===== src/design/assert_macros.svh =====
// Assertion macros used by the top level RTL file of the radix digit formatter.
`ifndef ASSERT_MACROS_SVH
`define ASSERT_MACROS_SVH

// Clocked assertion that is switched off while reset is asserted.
`define SITRD_ASSERT(lbl, clk, rstn, prop, msg) \
    lbl: assert property (@(posedge clk) disable iff (!rstn) prop) else $error(msg);

// Clocked assertion that is also checked during reset.
`define SITRD_ASSERT_ALWAYS(lbl, clk, prop, msg) \
    lbl: assert property (@(posedge clk) prop) else $error(msg);

`endif


===== src/design/sitrd_pkg.sv =====
// Package with types, constants and the symbol lookup of the radix digit formatter.
`default_nettype none

package sitrd_pkg;

    // Widths and limits of the data path.
    localparam int VALUE_W           = 32;
    localparam int MAX_DIGITS        = 32;
    localparam int DIV_STEP          = 4;
    localparam int TABLE_SIZE        = 16;
    localparam int DEFAULT_MAX_RADIX = 16;
    localparam int RADIX_W           = 5;
    localparam int SYM_WORD_W        = 64;
    localparam int CHAR_W            = 8;
    localparam int CFG_IDX_W         = 2;

    // Special characters.
    localparam logic [CHAR_W-1:0] SYM_PLUS  = 8'h2B;
    localparam logic [CHAR_W-1:0] SYM_MINUS = 8'h2D;

    // Configuration register indexes.
    localparam logic [CFG_IDX_W-1:0] CFG_RADIX    = 2'd0;
    localparam logic [CFG_IDX_W-1:0] CFG_SYM_LOW  = 2'd1;
    localparam logic [CFG_IDX_W-1:0] CFG_SYM_HIGH = 2'd2;

    // Sequencer states.
    typedef enum logic [2:0] {
        S_IDLE,
        S_CHECK,
        S_DIV,
        S_SIGN,
        S_EMIT
    } t_state;

    // Status of the symbol table check.
    typedef struct packed {
        logic done;
        logic ok;
    } t_chk_status;

    // Result of one division step sequence.
    typedef struct packed {
        logic               done;
        logic [VALUE_W-1:0] quotient;
    } t_div_res;

    // Byte idx of the sixteen entry symbol table.
    function automatic logic [CHAR_W-1:0] sym_at(
        input logic [SYM_WORD_W-1:0] lo,
        input logic [SYM_WORD_W-1:0] hi,
        input logic [3:0]            idx
    );
        logic [SYM_WORD_W-1:0] word;
        word = idx[3] ? hi : lo;
        return word[{idx[2:0], 3'b000} +: CHAR_W];
    endfunction

endpackage

`default_nettype wire


===== src/design/sitrd_validator.sv =====
// Symbol table checker: walks the table one symbol per cycle against the symbols above it and the signs.
`default_nettype none

module sitrd_validator #(
    parameter int MAX_RADIX = sitrd_pkg::DEFAULT_MAX_RADIX
) (
    input  wire logic                                i_clk,
    input  wire logic                                i_rst_n,
    input  wire logic                                i_start,
    input  wire logic [sitrd_pkg::RADIX_W-1:0]       i_radix,
    input  wire logic [sitrd_pkg::SYM_WORD_W-1:0]    i_sym_lo,
    input  wire logic [sitrd_pkg::SYM_WORD_W-1:0]    i_sym_hi,
    output sitrd_pkg::t_chk_status                   o_status
);
    import sitrd_pkg::*;

    localparam int IW = (MAX_RADIX > 1) ? $clog2(MAX_RADIX) : 1;

    logic          r_busy;
    logic          r_bad;
    logic          r_done;
    logic          r_ok;
    logic [IW-1:0] r_idx;
    logic          w_hit;

    // Flag the current symbol if it is a sign or repeats at a higher position in use.
    always_comb begin
        logic [CHAR_W-1:0] s;
        logic              in_use;
        s      = sym_at(i_sym_lo, i_sym_hi, 4'(r_idx));
        in_use = RADIX_W'(r_idx) < i_radix;
        w_hit  = 1'b0;
        if (in_use) begin
            if (s == SYM_PLUS || s == SYM_MINUS) begin
                w_hit = 1'b1;
            end
            for (int j = 0; j < MAX_RADIX; j++) begin
                if (RADIX_W'(j) > RADIX_W'(r_idx) && RADIX_W'(j) < i_radix &&
                    sym_at(i_sym_lo, i_sym_hi, 4'(j)) == s) begin
                    w_hit = 1'b1;
                end
            end
        end
    end

    // Sequencing of the walk over the table.
    always_ff @(posedge i_clk) begin
        if (!i_rst_n) begin
            r_busy <= 1'b0;
            r_done <= 1'b0;
            r_ok   <= 1'b0;
            r_bad  <= 1'b0;
            r_idx  <= '0;
        end else begin
            r_done <= 1'b0;
            if (i_start) begin
                r_busy <= 1'b1;
                r_idx  <= '0;
                r_bad  <= (i_radix < RADIX_W'(2)) || (i_radix > RADIX_W'(MAX_RADIX));
            end else if (r_busy) begin
                r_bad <= r_bad | w_hit;
                r_idx <= IW'(r_idx + 1'b1);
                if (r_idx == IW'(MAX_RADIX - 1)) begin
                    r_busy <= 1'b0;
                    r_done <= 1'b1;
                    r_ok   <= !(r_bad | w_hit);
                end
            end
        end
    end

    assign o_status.done = r_done;
    assign o_status.ok   = r_ok;

endmodule

`default_nettype wire


===== src/design/sitrd_divider.sv =====
// Iterative divider: DIV_STEP restoring division steps per cycle by the radix.
`default_nettype none

module sitrd_divider #(
    parameter int MAX_RADIX = sitrd_pkg::DEFAULT_MAX_RADIX
) (
    input  wire logic                             i_clk,
    input  wire logic                             i_rst_n,
    input  wire logic                             i_start,
    input  wire logic [sitrd_pkg::VALUE_W-1:0]    i_dividend,
    input  wire logic [sitrd_pkg::RADIX_W-1:0]    i_radix,
    output sitrd_pkg::t_div_res                   o_res,
    output logic [$clog2(MAX_RADIX)-1:0]          o_rem
);
    import sitrd_pkg::*;

    localparam int DW    = $clog2(MAX_RADIX);
    localparam int STEPS = VALUE_W / DIV_STEP;
    localparam int CW    = (STEPS > 1) ? $clog2(STEPS) : 1;

    logic               r_busy;
    logic               r_done;
    logic [CW-1:0]      r_cnt;
    logic [VALUE_W-1:0] r_q;
    logic [DW-1:0]      r_rem;
    logic [VALUE_W-1:0] w_q;
    logic [DW-1:0]      w_rem;

    // Shift dividend bits into the remainder, subtract the radix where it fits.
    always_comb begin
        logic [DW:0]        t;
        logic [DW:0]        rad;
        logic [VALUE_W-1:0] q;
        logic [DW-1:0]      rem;
        rad = i_radix[DW:0];
        q   = r_q;
        rem = r_rem;
        for (int k = 0; k < DIV_STEP; k++) begin
            t = {rem, q[VALUE_W-1]};
            q = {q[VALUE_W-2:0], 1'b0};
            if (t >= rad) begin
                t    = t - rad;
                q[0] = 1'b1;
            end
            rem = t[DW-1:0];
        end
        w_q   = q;
        w_rem = rem;
    end

    // Step counter and done pulse.
    always_ff @(posedge i_clk) begin
        if (!i_rst_n) begin
            r_busy <= 1'b0;
            r_done <= 1'b0;
            r_cnt  <= '0;
        end else begin
            r_done <= 1'b0;
            if (i_start) begin
                r_busy <= 1'b1;
                r_cnt  <= '0;
            end else if (r_busy) begin
                r_cnt <= CW'(r_cnt + 1'b1);
                if (r_cnt == CW'(STEPS - 1)) begin
                    r_busy <= 1'b0;
                    r_done <= 1'b1;
                end
            end
        end
    end

    // Quotient and partial remainder.
    always_ff @(posedge i_clk) begin
        if (i_start) begin
            r_q   <= i_dividend;
            r_rem <= '0;
        end else if (r_busy) begin
            r_q   <= w_q;
            r_rem <= w_rem;
        end
    end

    assign o_res.done     = r_done;
    assign o_res.quotient = r_q;
    assign o_rem          = r_rem;

endmodule

`default_nettype wire


===== src/design/signed_int_to_radix_digits.sv =====
// Top level: checks the base, divides out the digits and sends the text a byte per transfer.
// The symbol table is checked first; each digit is then divided out four quotient bits per
// divider step and handed off to the digit store. The input stays stalled until the last
// byte is loaded for output, longer for a minus sign and for each output stall; a bad base or
// symbol table sends nothing and returns to idle after the check. Reset is synchronous and
// active low; it clears the sequencer, the output valid flag and the three configuration registers.
`default_nettype none

module signed_int_to_radix_digits #(
    parameter int MAX_RADIX = sitrd_pkg::DEFAULT_MAX_RADIX
) (
    input  wire logic                                 i_clk,
    input  wire logic                                 i_rst_n,
    input  wire logic                                 i_in_valid,
    output logic                                      o_in_stall,
    input  wire logic signed [sitrd_pkg::VALUE_W-1:0] i_value,
    output logic                                      o_out_valid,
    input  wire logic                                 i_out_stall,
    output logic [sitrd_pkg::CHAR_W-1:0]              o_character,
    output logic                                      o_last,
    input  wire logic                                 i_cfg_valid,
    output logic                                      o_cfg_ready,
    input  wire logic [sitrd_pkg::CFG_IDX_W-1:0]      i_cfg_index,
    input  wire logic [sitrd_pkg::SYM_WORD_W-1:0]     i_cfg_data
);
    import sitrd_pkg::*;

    `include "assert_macros.svh"

    localparam int DW  = $clog2(MAX_RADIX);
    localparam int NDW = $clog2(MAX_DIGITS + 1);
    localparam int AW  = $clog2(MAX_DIGITS);

    t_state              r_state,     n_state;
    logic                r_neg,       n_neg;
    logic [VALUE_W-1:0]  r_mag,       n_mag;
    logic [NDW-1:0]      r_nd,        n_nd;
    logic                r_out_valid, n_out_valid;
    logic [CHAR_W-1:0]   r_out_char,  n_out_char;
    logic                r_out_last,  n_out_last;
    logic [RADIX_W-1:0]  r_radix;
    logic [SYM_WORD_W-1:0] r_sym_lo;
    logic [SYM_WORD_W-1:0] r_sym_hi;
    logic [DW-1:0]       r_digits [MAX_DIGITS];
    logic [DW-1:0]       r_rd_digit;

    logic                w_chk_start;
    logic                w_div_start;
    logic                w_dig_we;
    logic                w_slot_free;
    logic [VALUE_W-1:0]  w_raw;
    logic [VALUE_W-1:0]  w_div_in;
    logic [NDW-1:0]      w_nd_dec;
    logic [AW-1:0]       w_rd_addr;
    logic [DW-1:0]       w_div_rem;
    t_chk_status         w_chk;
    t_div_res            w_div;

    // Configuration registers; writes are always taken.
    always_ff @(posedge i_clk) begin
        if (!i_rst_n) begin
            r_radix  <= '0;
            r_sym_lo <= '0;
            r_sym_hi <= '0;
        end else if (i_cfg_valid) begin
            case (i_cfg_index)
                CFG_RADIX:    r_radix  <= i_cfg_data[RADIX_W-1:0];
                CFG_SYM_LOW:  r_sym_lo <= i_cfg_data;
                CFG_SYM_HIGH: r_sym_hi <= i_cfg_data;
                default: begin
                end
            endcase
        end
    end

    assign o_cfg_ready = 1'b1;

    // Symbol table check and the divider, reused for every digit.
    sitrd_validator #(
        .MAX_RADIX(MAX_RADIX)
    ) u_validator (
        .i_clk    (i_clk),
        .i_rst_n  (i_rst_n),
        .i_start  (w_chk_start),
        .i_radix  (r_radix),
        .i_sym_lo (r_sym_lo),
        .i_sym_hi (r_sym_hi),
        .o_status (w_chk)
    );

    assign w_div_in = (r_state == S_DIV) ? w_div.quotient : r_mag;

    sitrd_divider #(
        .MAX_RADIX(MAX_RADIX)
    ) u_divider (
        .i_clk      (i_clk),
        .i_rst_n    (i_rst_n),
        .i_start    (w_div_start),
        .i_dividend (w_div_in),
        .i_radix    (r_radix),
        .o_res      (w_div),
        .o_rem      (w_div_rem)
    );

    // Digit store, filled least significant first and read back in reverse. The read
    // register follows the next digit count and passes on a digit written at the same edge.
    always_ff @(posedge i_clk) begin
        if (w_dig_we) begin
            r_digits[r_nd[AW-1:0]] <= w_div_rem;
        end
        if (w_dig_we && (w_rd_addr == r_nd[AW-1:0])) begin
            r_rd_digit <= w_div_rem;
        end else begin
            r_rd_digit <= r_digits[w_rd_addr];
        end
    end

    assign w_nd_dec   = NDW'(r_nd - 1'b1);
    assign w_rd_addr  = AW'(n_nd - 1'b1);
    assign w_raw      = unsigned'(i_value);
    assign w_slot_free = !r_out_valid || !i_out_stall;

    // Sequencer: next state, output register loads and unit starts.
    always_comb begin
        n_state     = r_state;
        n_neg       = r_neg;
        n_mag       = r_mag;
        n_nd        = r_nd;
        n_out_valid = r_out_valid && i_out_stall;
        n_out_char  = r_out_char;
        n_out_last  = r_out_last;
        w_chk_start = 1'b0;
        w_div_start = 1'b0;
        w_dig_we    = 1'b0;
        case (r_state)
            S_IDLE: begin
                if (i_in_valid) begin
                    n_neg       = w_raw[VALUE_W-1];
                    n_mag       = w_raw[VALUE_W-1] ? (VALUE_W'(0) - w_raw) : w_raw;
                    w_chk_start = 1'b1;
                    n_state     = S_CHECK;
                end
            end
            S_CHECK: begin
                if (w_chk.done) begin
                    if (w_chk.ok) begin
                        w_div_start = 1'b1;
                        n_nd        = '0;
                        n_state     = S_DIV;
                    end else begin
                        n_state = S_IDLE;
                    end
                end
            end
            S_DIV: begin
                if (w_div.done) begin
                    w_dig_we = 1'b1;
                    n_nd     = NDW'(r_nd + 1'b1);
                    if (w_div.quotient != '0 && r_nd < NDW'(MAX_DIGITS - 1)) begin
                        w_div_start = 1'b1;
                    end else begin
                        n_state = r_neg ? S_SIGN : S_EMIT;
                    end
                end
            end
            S_SIGN: begin
                if (w_slot_free) begin
                    n_out_valid = 1'b1;
                    n_out_char  = SYM_MINUS;
                    n_out_last  = 1'b0;
                    n_state     = S_EMIT;
                end
            end
            S_EMIT: begin
                if (w_slot_free) begin
                    n_out_valid = 1'b1;
                    n_out_char  = sym_at(r_sym_lo, r_sym_hi, 4'(r_rd_digit));
                    n_out_last  = (r_nd == NDW'(1));
                    n_nd        = w_nd_dec;
                    if (r_nd == NDW'(1)) begin
                        n_state = S_IDLE;
                    end
                end
            end
            default: begin
                n_state = S_IDLE;
            end
        endcase
    end

    // Control registers.
    always_ff @(posedge i_clk) begin
        if (!i_rst_n) begin
            r_state     <= S_IDLE;
            r_nd        <= '0;
            r_out_valid <= 1'b0;
        end else begin
            r_state     <= n_state;
            r_nd        <= n_nd;
            r_out_valid <= n_out_valid;
        end
    end

    // Payload registers.
    always_ff @(posedge i_clk) begin
        r_neg      <= n_neg;
        r_mag      <= n_mag;
        r_out_char <= n_out_char;
        r_out_last <= n_out_last;
    end

    assign o_in_stall  = (r_state != S_IDLE);
    assign o_out_valid = r_out_valid;
    assign o_character = r_out_char;
    assign o_last      = r_out_last;

    // The units report only in the state that waits for them.
    `SITRD_ASSERT(a_chk_done_in_check, i_clk, i_rst_n, w_chk.done |-> (r_state == S_CHECK),
                  "table check finished outside the check state")
    `SITRD_ASSERT(a_div_done_in_div, i_clk, i_rst_n, w_div.done |-> (r_state == S_DIV),
                  "divider finished outside the divide state")
    // Emission always has a stored digit left.
    `SITRD_ASSERT(a_emit_has_digit, i_clk, i_rst_n, (r_state == S_EMIT) |-> (r_nd != '0),
                  "digit emission with an empty digit store")

endmodule

`default_nettype wire

===== config.mk =====
export PLATFORM = sky130hd
export DESIGN_NAME = signed_int_to_radix_digits
export DESIGN_NICKNAME = d
export VERILOG_FILES = /design/src/design/sitrd_pkg.sv /design/src/design/sitrd_validator.sv /design/src/design/sitrd_divider.sv /design/src/design/signed_int_to_radix_digits.sv
export VERILOG_INCLUDE_DIRS = /design/src /design/src/design
export SDC_FILE = /design/constraint.sdc
export NUM_CORES = 1
export LEC_CHECK = 0
export ABC_AREA = 1
export BUFFER_PORTS_ARGS = -buffer_cell sky130_fd_sc_hd__buf_2
export CAP_MARGIN = 20
export CORE_ASPECT_RATIO = 1.4
export CORE_MARGIN = 10
export CORE_UTILIZATION = 40
export DETAILED_ROUTE_END_ITERATION = 16
export GPL_TIMING_DRIVEN = 0
export SYNTH_ARGS = -nofsm -noshare
export SYNTH_HDL_FRONTEND = slang
export SYNTH_SLANG_ARGS = --single-unit
export TNS_END_PERCENT = 30

===== constraint.sdc =====
create_clock -name i_clk -period 7 [get_ports i_clk]
set_input_delay 1.05 -clock i_clk [delete_from_list [all_inputs] [get_ports i_clk]]
set_output_delay 1.05 -clock i_clk [all_outputs]
set_load 0.005 [all_outputs]

### Word level (Yosys, flattened, before mapping)

Memories as Yosys holds them, arrays and structs flattened. A register that Yosys moved wholly into a read port is not among the register bits.
Cells that the tools add are included.

| word-level totals | value |
|---|---|
| register bits | 234 |
| memory bits (writable) | 128 |
| input bits | 103 |
| output and inout bits | 12 |
| word-level logic and storage cells | 244 |
| memories | 1 |

| cells by class | value |
|---|---|
| add/subtract/negate cells | 10 |
| order comparisons | 38 |
| equal/unequal tests | 34 |
| shifts and indexed selects | 2 |
| mux-type cells | 75 |
| bitwise operators | 5 |
| reductions and logical operators | 58 |

Memory list:

| memory | depth | bits a word | read ports | clocked after memory_dff | wr ports | line | text |
|---|---|---|---|---|---|---|---|
| r_digits | 32 | 4 | 1 | 1 | 1 | signed_int_to_radix_digits.sv:44 | `logic [DW-1:0] r_digits [MAX_DIGITS];` |

Operators with widths:

| operator | count |
|---|---|
| 64-bit two-way mux | 2 |
| 64-bit by 7-bit variable part select with 8-bit output | 2 |
| 8-bit == test | 15 |
| 32-bit two-way mux | 3 |
| 1-bit two-way mux | 45 |
| 4-bit by 5-bit less-than comparator with 1-bit output (first input constant) | 8 |
| 4-bit > comparator (first input constant) | 8 |
| 1-bit logical AND | 32 |
| 32-bit nonzero test | 1 |
| 1-bit by 32-bit subtractor with 32-bit output (first input constant) | 1 |
| 31-bit two-way mux | 1 |
| 3-bit two-way mux | 8 |
| 6-bit two-way mux | 4 |
| 5-bit greater-or-equal comparator | 4 |
| 3-bit by 5-bit less-than comparator with 1-bit output (first input constant) | 4 |
| 6-bit case mux with 3 select lines | 1 |
| 8-bit by 6-bit == test with 1-bit output (second input constant) | 2 |
| 3-bit by 4-bit > comparator with 1-bit output (first input constant) | 4 |
| 4-bit two-way mux | 4 |
| 8-bit two-way mux | 2 |
| 8-bit case mux with 2 select lines | 1 |
| 4-bit subtractor | 4 |
| 3-bit case mux with 5 select lines | 1 |
| 2-bit != test (second input constant) | 6 |
| other kinds (36) | 59 |

### Depth between registers and ports, before layout

Gate-level depths: netlist of run 1.

| depth | value |
|---|---|
| depth in word-level cells | 24 |
| mapped depth | 37 |
| depth with buffers taken out | 37 |

### By module

From an unflattened synthesis of run 1, not the netlist that was laid out.

| unflattened totals | value |
|---|---|
| cell total of the unflattened synthesis | 3072 |
| area total of the unflattened synthesis | 21886.0 µm² |

Modules (own cells, without submodules):

| module | instances | cells an instance | area each (µm²) | sequential area each (µm²) |
|---|---|---|---|---|
| signed_int_to_radix_digits | 1 | 1771 | 14694.1 | 8067.7 |
| sitrd_validator | 1 | 984 | 4520.6 | 160.2 |
| sitrd_divider | 1 | 317 | 2671.3 | 1141.1 |

### Least setup slack after synthesis of run 1

Ideal clock, no wire load.

| timing | value |
|---|---|
| kind | reg2reg |
| from | reg u_divider.r_rem[1] (netlist: u_divider.o_rem[1]) |
| to | reg u_divider.r_rem[2] (netlist: u_divider.o_rem[2]) |
| library setup time | 0.070 ns |
| arrival time | 6.153 ns |
| required time | 6.930 ns |
| slack | 0.778 ns |
| cell stages (with the launch flop) | 34 |
| path buffers | 0 |
| period minus slack after synthesis | 6.222 ns |
| cells stage by stage | dfxtp_1 > ha_1 > a21oi_1 > o21a_1 > nor2_1 > o31ai_1 > nand2_1 > o21ai_0 > inv_1 > ha_1 > nand2_1 > nor2_1 > a211oi_1 > o21ai_0 > a21o_1 > mux2i_1 > ha_1 > a21oi_1 > o21ai_0 > a31oi_1 > o21bai_1 > a21oi_1 > o21ai_0 > ha_1 > a21oi_1 > o31ai_1 > a31o_2 > a21oi_1 > inv_1 > a21oi_1 > inv_1 > a21oi_1 > o21ai_0 > a21oi_1 |

| on the way | value |
|---|---|
| cells in the longest elaborated chain, start to end | 8 |
| elaborated cells on any way between the ends | 12 |
| those cells by class | add/sub: 4; order compare: 4; mux: 4 |

Ends and longest elaborated chain:

| item | line | text |
|---|---|---|
| start, declared | sitrd_divider.sv:25 | `logic [DW-1:0] r_rem;` |
| start signal, assigned | sitrd_divider.sv:79 | `r_rem <= w_rem;` |
| 4-bit subtractor or 5-bit greater-or-equal comparator (tied branches) | sitrd_divider.sv:42, sitrd_divider.sv:41 |  |
| 4-bit two-way mux * | sitrd_divider.sv:41 | `if (t >= rad) begin` |
| 4-bit subtractor or 5-bit greater-or-equal comparator (tied branches) | sitrd_divider.sv:42, sitrd_divider.sv:41 |  |
| 4-bit two-way mux * | sitrd_divider.sv:41 |  |
| 5-bit greater-or-equal comparator or 4-bit subtractor (tied branches) | sitrd_divider.sv:41, sitrd_divider.sv:42 |  |
| 4-bit two-way mux * | sitrd_divider.sv:41 |  |
| 4-bit subtractor or 5-bit greater-or-equal comparator (tied branches) | sitrd_divider.sv:42, sitrd_divider.sv:41 |  |
| 4-bit two-way mux * | sitrd_divider.sv:41 |  |

Mark *: on every way between the ends. The rest lies on a longest branch, timed or not.
A chain may end at the register's enable or synchronous reset.

### Worst setup path after layout of run 1

| timing | value |
|---|---|
| from | reg r_radix[2] |
| to | reg u_divider.r_rem[2] (netlist: u_divider.o_rem[2]) |

| on the way | value |
|---|---|
| cells in the longest elaborated chain, start to end | 8 |
| elaborated cells on any way between the ends | 12 |
| those cells by class | add/sub: 4; order compare: 4; mux: 4 |

Ends and longest elaborated chain:

| item | line | text |
|---|---|---|
| start, declared | signed_int_to_radix_digits.sv:41 | `logic [RADIX_W-1:0] r_radix;` |
| start signal, assigned | signed_int_to_radix_digits.sv:67 | `CFG_RADIX: r_radix <= i_cfg_data[RADIX_W-1:0];` |
| 4-bit subtractor or 5-bit greater-or-equal comparator (tied branches) | sitrd_divider.sv:42, sitrd_divider.sv:41 |  |
| 4-bit two-way mux | sitrd_divider.sv:41 |  |
| 4-bit subtractor or 5-bit greater-or-equal comparator (tied branches) | sitrd_divider.sv:42, sitrd_divider.sv:41 |  |
| 4-bit two-way mux | sitrd_divider.sv:41 |  |
| 5-bit greater-or-equal comparator or 4-bit subtractor (tied branches) | sitrd_divider.sv:41, sitrd_divider.sv:42 |  |
| 4-bit two-way mux | sitrd_divider.sv:41 |  |
| 4-bit subtractor or 5-bit greater-or-equal comparator (tied branches) | sitrd_divider.sv:42, sitrd_divider.sv:41 |  |
| 4-bit two-way mux * | sitrd_divider.sv:41 |  |

Marks and branches as above.

==> flow_summary_export.csv, run 1 <==
group,metric,value,unit
timing,skew,0.0344,ns
synth,synth_top_area_cell,"edfxtp_1",
worst_setup_path,cp.arrival,7.02,ns
hold_path,hold_depth,2,
drt,avgRoutedWirePerCell,26.5,microns
drt,drt_wl_total,93300,microns
worst_setup_path,crit_path_start_kind,"flop",
clock_network,clkTransAtPathRegs,0.07,ns
hold_path,hold_start,"u_divider.r_cnt[2]$_SDFFE_PP0P_",
drt,drtAntennaViolNets,0,
drt,num_vias,20600,
placed_design,place_area,21900,sq um
die,die_area,60500,sq um
timing,drv_slew,0,
die,initial_core_util,40.6,%
die,coreArea,50200,sq um
worst_setup_path,endpoint_kind,"flop",
clock_network,ctsHoldBuffers,0,
synth,synth_warnings,0,
worst_setup_path,critPathRequiredTime,7.54,ns
power_and_ir_drop,p_per_area,408,nW/um^2
timing,slew_headroom,28.7,%
drt,dr.pass1.iters,8,
layout,multi_input_area,9370,sq um
die,die_w,211,microns
placed_design,finalWeightedCongestion,1.06,
synth,synthFlopType,"edfxtp_1",
worst_setup_path,path_class,"reg2reg",
clock_network,clock_latency,0.62,ns
power_and_ir_drop,irDropWorstVdd,0.396,mV
worst_setup_path,r2r-start,"r_radix[2]$_SDFFE_PN0P_",
worst_setup_path,r2r_cells,33,
placed_design,io_buffers,112,
hold_path,holdPathEnd,"u_divider.r_cnt[2]$_SDFFE_PP0P_",
worst_setup_path,r2r_end,"u_divider.o_rem[2]$_SDFFE_PP0P_",
timing,clock.fmax,154,MHz
worst_setup_path,cpPeakStageDelay,0.38,ns
layout,final_area,23400,sq um
clock_network,cts_sinks,367,
synth,synth-seq-cells,367,
power_and_ir_drop,power.total,9.55,mW
drt,vias_per_cell,5.84,
worst_setup_path,path_buf_inv,3,
synth,syn_area,20400,sq um
run,maxCapViolations,0,
global_routing,grt_max_degree,35,
global_routing,track_usage,30.0,%
synth,async_reset_ff_share,0,%
worst_setup_path,crit_fanout,7,
timing,finalSetupTns,0,ns
synth,synth_area_leaders,"edfxtp_1, dfxtp_1, nand2_1",
drt,drt_iter0_markers,2508,
clock_network,numCtsBuffers,39,
layout,drive_gt1_share,10.3,%
clock_network,clockBufferDepth,3,
layout,seqCellArea,9370,sq um
die,die_height,287,microns
worst_setup_path,reg2reg_slack,0.52,ns
synth,syn_nets,2821,
timing,setup_violations,0,
global_routing,grt_pass1_wl,132000,microns
placed_design,hpwlAfterDp,67700,microns
global_routing,grt_pass1_vias,19700,
status,status,"finished clean",
clock_network,cts_tree,"yes",
timing,worst_slew_pin_slew,1.07,ns
synth,synthCells,2679,
global_routing,grt_overflow,0,
hold_path,hp-class,"reg2reg",
layout,fin_nets,2988,
layout,fill_cells,5158,
clock_network,root_buffer,"clkbuf_16",
worst_setup_path,critPathSlowestCell,"dfxtp_2",
layout,syn_to_final_growth,14.7,%
power_and_ir_drop,leakagePower,9.39,nW
timing,finalHoldViolCount,0,
clock_network,htree_levels,2,
die,io_pins,115,
synth,ys_types,52,
die,rows,97,
timing,period_needed,6.48,ns
worst_setup_path,crit_family,"compound AO/OA/AOI/OAI gates",
synth,netlist.area_leader.share,29.7,%
drt,drc,0,
worst_setup_path,critPathMostFrequentCell,"a21oi_1",
synth,synth_seq_area_share,45.9,%
global_routing,antenna_found_initial,2,
synth,synth_edf_count,202,
synth,synth_area_per_cell,7.61,sq um
timing,period_share,92.6,%
==> synth_stat cells, drive strengths merged, types with 5 or more instances <==
cell type  instances
xnor2             12
buf               65
clkbuf            77
o211ai            26
nor3              22
nand3            213
nand2            618
nor2             265
o22ai             28
a31oi              5
a21oi            217
inv              266
ha                35
dfxtp            165
o21a               5
edfxtp           202
nand4             18
xor2              64
o21ai            332
==> placed cells by master, fill, tap and decap left out, drive strengths merged, types with 22 or more instances in the layout <==
| master | count |
|---|---|
| xor2 | 64 |
| edfxtp | 202 |
| o21ai | 332 |
| nand3 | 213 |
| buf | 191 |
| o22ai | 28 |
| a21oi | 217 |
| dfxtp | 165 |
| inv | 267 |
| nor2 | 265 |
| nor3 | 22 |
| o211ai | 26 |
| clkbuf | 122 |
| ha | 35 |
| nand2 | 618 |
==> worst min-delay path: cells and delay by family (launching register included) <==
| kind | cells | cell delay (ns) |
|---|---|---|
| AOI/OAI and AO/OA | 1 | 0.05 |
| DFF | 1 | 0.32 |
| and+or+nand+nor | 1 | 0.06 |
==> cells by family after synthesis <==
logic type	count (synthesis)	synth area share, %
AO/OA/AOI/OAI	637	16.7
XOR/XNOR	76	3.26
adder cells (fa/ha/maj)	39	2.54
buffers and inverters	412	8.37
flip-flops	367	45.9
multiplexers	2	0.104
other	1	0.0184
AND/OR/NAND/NOR	1145	23.1
==> registers in the layout, summed over array words and instances, names as in the netlist, 4 cells and up, named ones only <==
signal	count
r_digits	128
r_sym_hi	64
r_sym_lo	64
r_mag	32
u_divider.r_q	32
o_character	8
r_nd	6
r_radix	5
u_divider.o_rem	4
u_validator.r_idx	4
==> layout make-up <==
cell class,instances,share of cell area [%]
Clock inverter,27,1.53
Clock buffer,45,4.31
Multi-Input combinational cell,1900,40.0
Timing Repair Buffer,126,3.27
Inverter,270,4.37
Buffer,142,2.95
Sequential cell,367,40.1
Antenna cell,3,0.0321
Tap cell,643,3.44
==> how the worst max path moves through the flow <==
stage	startpoint	to	slack [ns]	depth (start not counted)
CTS	r_radix[2]$_SDFFE_PN0P_	u_divider.o_rem[2]$_SDFFE_PP0P_	0.03	35
global route	r_radix[2]$_SDFFE_PN0P_	u_divider.o_rem[2]$_SDFFE_PP0P_	-0.08	34
floorplan	u_divider.o_rem[1]$_SDFFE_PP0P_	u_divider.o_rem[2]$_SDFFE_PP0P_	0.78	33
global placement	u_divider.o_rem[1]$_SDFFE_PP0P_	u_divider.o_rem[2]$_SDFFE_PP0P_	-0.63	33
detailed placement	r_radix[1]$_SDFFE_PN0P_	u_divider.o_rem[2]$_SDFFE_PP0P_	-0.32	34
finish	r_radix[2]$_SDFFE_PN0P_	u_divider.o_rem[2]$_SDFFE_PP0P_	0.52	33
==> routing by layer <==
metal	global-route usage, %	vias to the layer above	share of wire [%]	wire, microns
li1	-	9315	-	-
met2	48.1	1209	46	43100
met5	0	-	0	0
met3	6.27	335	9.3	8720
met1	35.6	9718	38	35100
met4	19.9	0	6.9	6450
==> stage by stage <==
| stage | cells | hold WS, ns | setup slack [ns] | util, % |
|---|---|---|---|---|
| floorplan | 2679 | 0.445 | 0.778 | - |
| finish | 3523 | 0.478 | 0.516 | 46.6 |
| detailed placement | 3438 | 0.466 | -0.319 | 43.6 |
| global route | 3522 | 0.489 | -0.0797 | 46.6 |
| CTS | 3511 | 0.475 | 0.0261 | 46.3 |
| global placement | 3434 | 0.451 | -0.632 | 43.3 |
==> power breakdown <==
part	switching (mW)	internal, mW
Sequential	0.107	2.50
Combinational	3.35	1.33
Clock	0.983	1.28
==> timing repair <==
action / 4_1_cts / 5_1_grt
resized for setup: 3 / 12
setup buffers: 1 / 8
endpoints found under the setup margin: 5 / 5
pin swaps: 0 / 3
Note: power is estimated with default switching activity, not from simulation.
==> inputs of run 2 (changes only) <==
--- a/config.mk
+++ b/config.mk
@@ -6,7 +6,7 @@
 export SDC_FILE = /design/constraint.sdc
 export NUM_CORES = 1
 export LEC_CHECK = 0
-export ABC_AREA = 1
+export ABC_AREA = 0
 export BUFFER_PORTS_ARGS = -buffer_cell sky130_fd_sc_hd__buf_2
 export CAP_MARGIN = 20
 export CORE_ASPECT_RATIO = 1.4
==> constraint.sdc (replaced) <==
create_clock -name i_clk -period 7 [get_ports i_clk]
set_input_delay 0.35 -clock i_clk [delete_from_list [all_inputs] [get_ports i_clk]]
set_output_delay 0.35 -clock i_clk [all_outputs]
set_load 0.005 [all_outputs]
==> run 2 against run 1 <==
  * Critical path depth increased by 1
  * Via count shrank 17%
  * Sequential share of layout area shrank 0.084 points
  * Synthesized cell count decreased by 24%
  * Register-to-register slack lost 0.14 ns
  * Combinational power down 64%
  * Die area grew 1.2%
  * Final area grew 0.28%
  * Critical endpoint is now u_divider.r_q[0]$_DFFE_PP_
==> flow_summary_export.csv, run 2 <==
group,metric,value,unit
worst_setup_path,cp.arrival,6.95,ns
worst_setup_path,crit_path_start_kind,"flop",
clock_network,clock_latency,0.57,ns
worst_setup_path,r2r_end,"u_divider.r_q[0]$_DFFE_PP_",
drt,vias_per_cell,5.92,
synth,async_reset_ff_share,0,%
placed_design,io_buffers,113,
timing,period_share,94.6,%
timing,drv_slew,0,
layout,mostFrequentLayoutCells,"nand2_1, edfxtp_1, a21oi_1",
clock_network,ctsHoldBuffers,0,
timing,clock.fmax,151,MHz
worst_setup_path,critPathRequiredTime,7.32,ns
die,rows,98,
synth,synth_area_per_cell,10.1,sq um
global_routing,grt_overflow,0,
drt,drc,0,
drt,avgRoutedWirePerCell,27.7,microns
layout,drive_gt1_share,15.8,%
die,die_area,61300,sq um
worst_setup_path,r2r-start,"r_radix[1]$_SDFFE_PN0P_",
timing,slew_headroom,19.3,%
global_routing,grt_pass1_wl,115000,microns
worst_setup_path,critPathSlowestCell,"dfxtp_4",
synth,synth_top_area_cell,"edfxtp_1",
synth,synth.most_common_cell,"nand2_1",
timing,finalHoldViolCount,0,
timing,hold_ws,0.0265,ns
placed_design,place_ws,-0.513,ns
layout,fin_nets,2348,
synth,netlist.area_leader.share,29.3,%
synth,synth_edf_count,202,
layout,insertedDiodeCount,0,
drt,drt_iter0_markers,1763,
layout,seqCellArea,9380,sq um
timing,worst_slew_pin_slew,1.18,ns
die,io_pins,115,
clock_network,root_buffer,"clkbuf_16",
synth,syn_area,20700,sq um
power_and_ir_drop,leakagePower,8.20,nW
worst_setup_path,crit_path_start,"r_radix[1]$_SDFFE_PN0P_",
worst_setup_path,r2r_cells,34,
power_and_ir_drop,p_per_area,266,nW/um^2
global_routing,track_usage,25.7,%
layout,multi_input_area,10600,sq um
worst_setup_path,endpoint_kind,"flop",
run,maxCapViolations,0,
die,die_w,212,microns
clock_network,cts_sinks,367,
layout,fill_cells,4832,
power_and_ir_drop,power.total,6.25,mW
synth,synth_warnings,0,
timing,finalSetupTns,0,ns
synth,ys_top_cells_by_count,"nand2_1, a21oi_1, edfxtp_1",
synth,synth-seq-cells,367,
layout,layout_commonest_cell,"nand2_1",
drt,drt_wl_total,80000,microns
layout,largest_reg_flops,128,
synth,synth_area_leaders,"edfxtp_1, dfxtp_1, mux4_2",
worst_setup_path,crit_fanout,9,
hold_path,hp-class,"in2reg",
power_and_ir_drop,irDropWorstVdd,0.352,mV
timing,period_needed,6.62,ns
synth,synthCells,2047,
placed_design,finalWeightedCongestion,1.04,
worst_setup_path,cp-endpoint,"u_divider.r_q[0]$_DFFE_PP_",
synth,ys_types,77,
drt,num_vias,17100,
timing,setup_violations,0,
die,die_height,289,microns
die,initial_core_util,40.4,%
global_routing,grt_pass1_vias,17000,
drt,drtAntennaViolNets,0,
clock_network,htree_levels,2,
synth,syn_nets,2189,
drt,dr.pass1.iters,7,
timing,skew,0.0166,ns
clock_network,clockBufferDepth,3,
clock_network,clkTransAtPathRegs,0.07,ns
die,coreArea,51100,sq um
placed_design,hpwlAfterDp,61600,microns
global_routing,grt_max_degree,36,
status,status,"finished clean",
worst_setup_path,cpPeakStageDelay,0.39,ns
clock_network,numCtsBuffers,37,
layout,syn_to_final_growth,13.5,%
clock_network,cts_tree,"yes",
worst_setup_path,path_class,"reg2reg",
worst_setup_path,reg2reg_slack,0.38,ns
global_routing,antenna_found_initial,1,
worst_setup_path,critPathMostFrequentCell,"ha_1",
synth,synthFlopType,"edfxtp_1",
synth,synth_seq_area_share,45.3,%
timing,setup_ws,0.378,ns
run 2: how the worst min path moves through the flow:
stage / startpoint / cells past startpoint / endpoint / slack (ns)
final: i_cfg_data[24] / 3 / r_sym_lo[24]$_SDFFE_PN0P_ / 0.03
after global routing: i_cfg_data[28] / 3 / r_sym_hi[28]$_SDFFE_PN0P_ / 0.02
after CTS: i_cfg_data[24] / 3 / r_sym_lo[24]$_SDFFE_PN0P_ / 0.01
after detailed placement: r_sym_lo[2]$_SDFFE_PN0P_ / 2 / r_sym_lo[2]$_SDFFE_PN0P_ / 0.48
after global placement: r_sym_lo[0]$_SDFFE_PN0P_ / 2 / r_sym_lo[0]$_SDFFE_PN0P_ / 0.47
after floorplan: r_sym_lo[0]$_SDFFE_PN0P_ / 2 / r_sym_lo[0]$_SDFFE_PN0P_ / 0.45
run 2: routing by layer:
metal / vias up / routed length, microns / GRT usage, %
li1: 7700 / - / -
met1: 8425 / 30600 / 30.0
met2: 725 / 39400 / 43.9
met3: 229 / 4830 / 4.08
met4: 2 / 5170 / 15.4
met5: - / 8 / 0
run 2: where the power goes:
group	switching [mW]	leakage, nW	internal [mW]
Clock	0.855	0.570	1.13
Combinational	0.941	4.45	0.743
Sequential	0.122	3.18	2.46
Total	1.92	8.20	4.33
run 2: cell type report:
cell class / instances / area share, %
Multi-Input combinational cell: 1504 / 45.0
Sequential cell: 367 / 40.0
Clock buffer: 53 / 4.46
Tap cell: 650 / 3.47
Timing Repair Buffer: 121 / 3.06
Buffer: 134 / 2.71
Inverter: 41 / 0.672
Clock inverter: 14 / 0.650
run 2: through the flow:
step,util [%],instances,cell area (sq um)
floorplan,-,2047,20700
global placement,43.1,2810,22000
detailed placement,43.4,2816,22200
CTS,45.8,2884,23400
global route,45.9,2884,23500
finish,45.9,2884,23500
run 2: critical path, delay by kind of cell, from the launching register on:
kind | cells | cell delay [ns]
simple gates | 8 | 0.95
compound gates | 15 | 2.66
mux | 3 | 0.92
buf+inv | 4 | 0.41
fa+ha+maj | 4 | 1.05
flops | 1 | 0.39
run 2: cell families after synthesis:
kind of cell | share of synthesized area (%)
DFF | 45.3
muxes | 14.0
xor gates and xnor gates | 7.50
buffers and inverters | 3.80
other | 0.0181
and+or+nand+nor | 14.8
adders and majority gates | 2.51
AOI/OAI and AO/OA | 12.0
run 2: timing repair:
item | CTS | global route
gates resized for setup | 7 | 20
buffers inserted | 1 | 0
setup endpoints to repair | 5 | 5
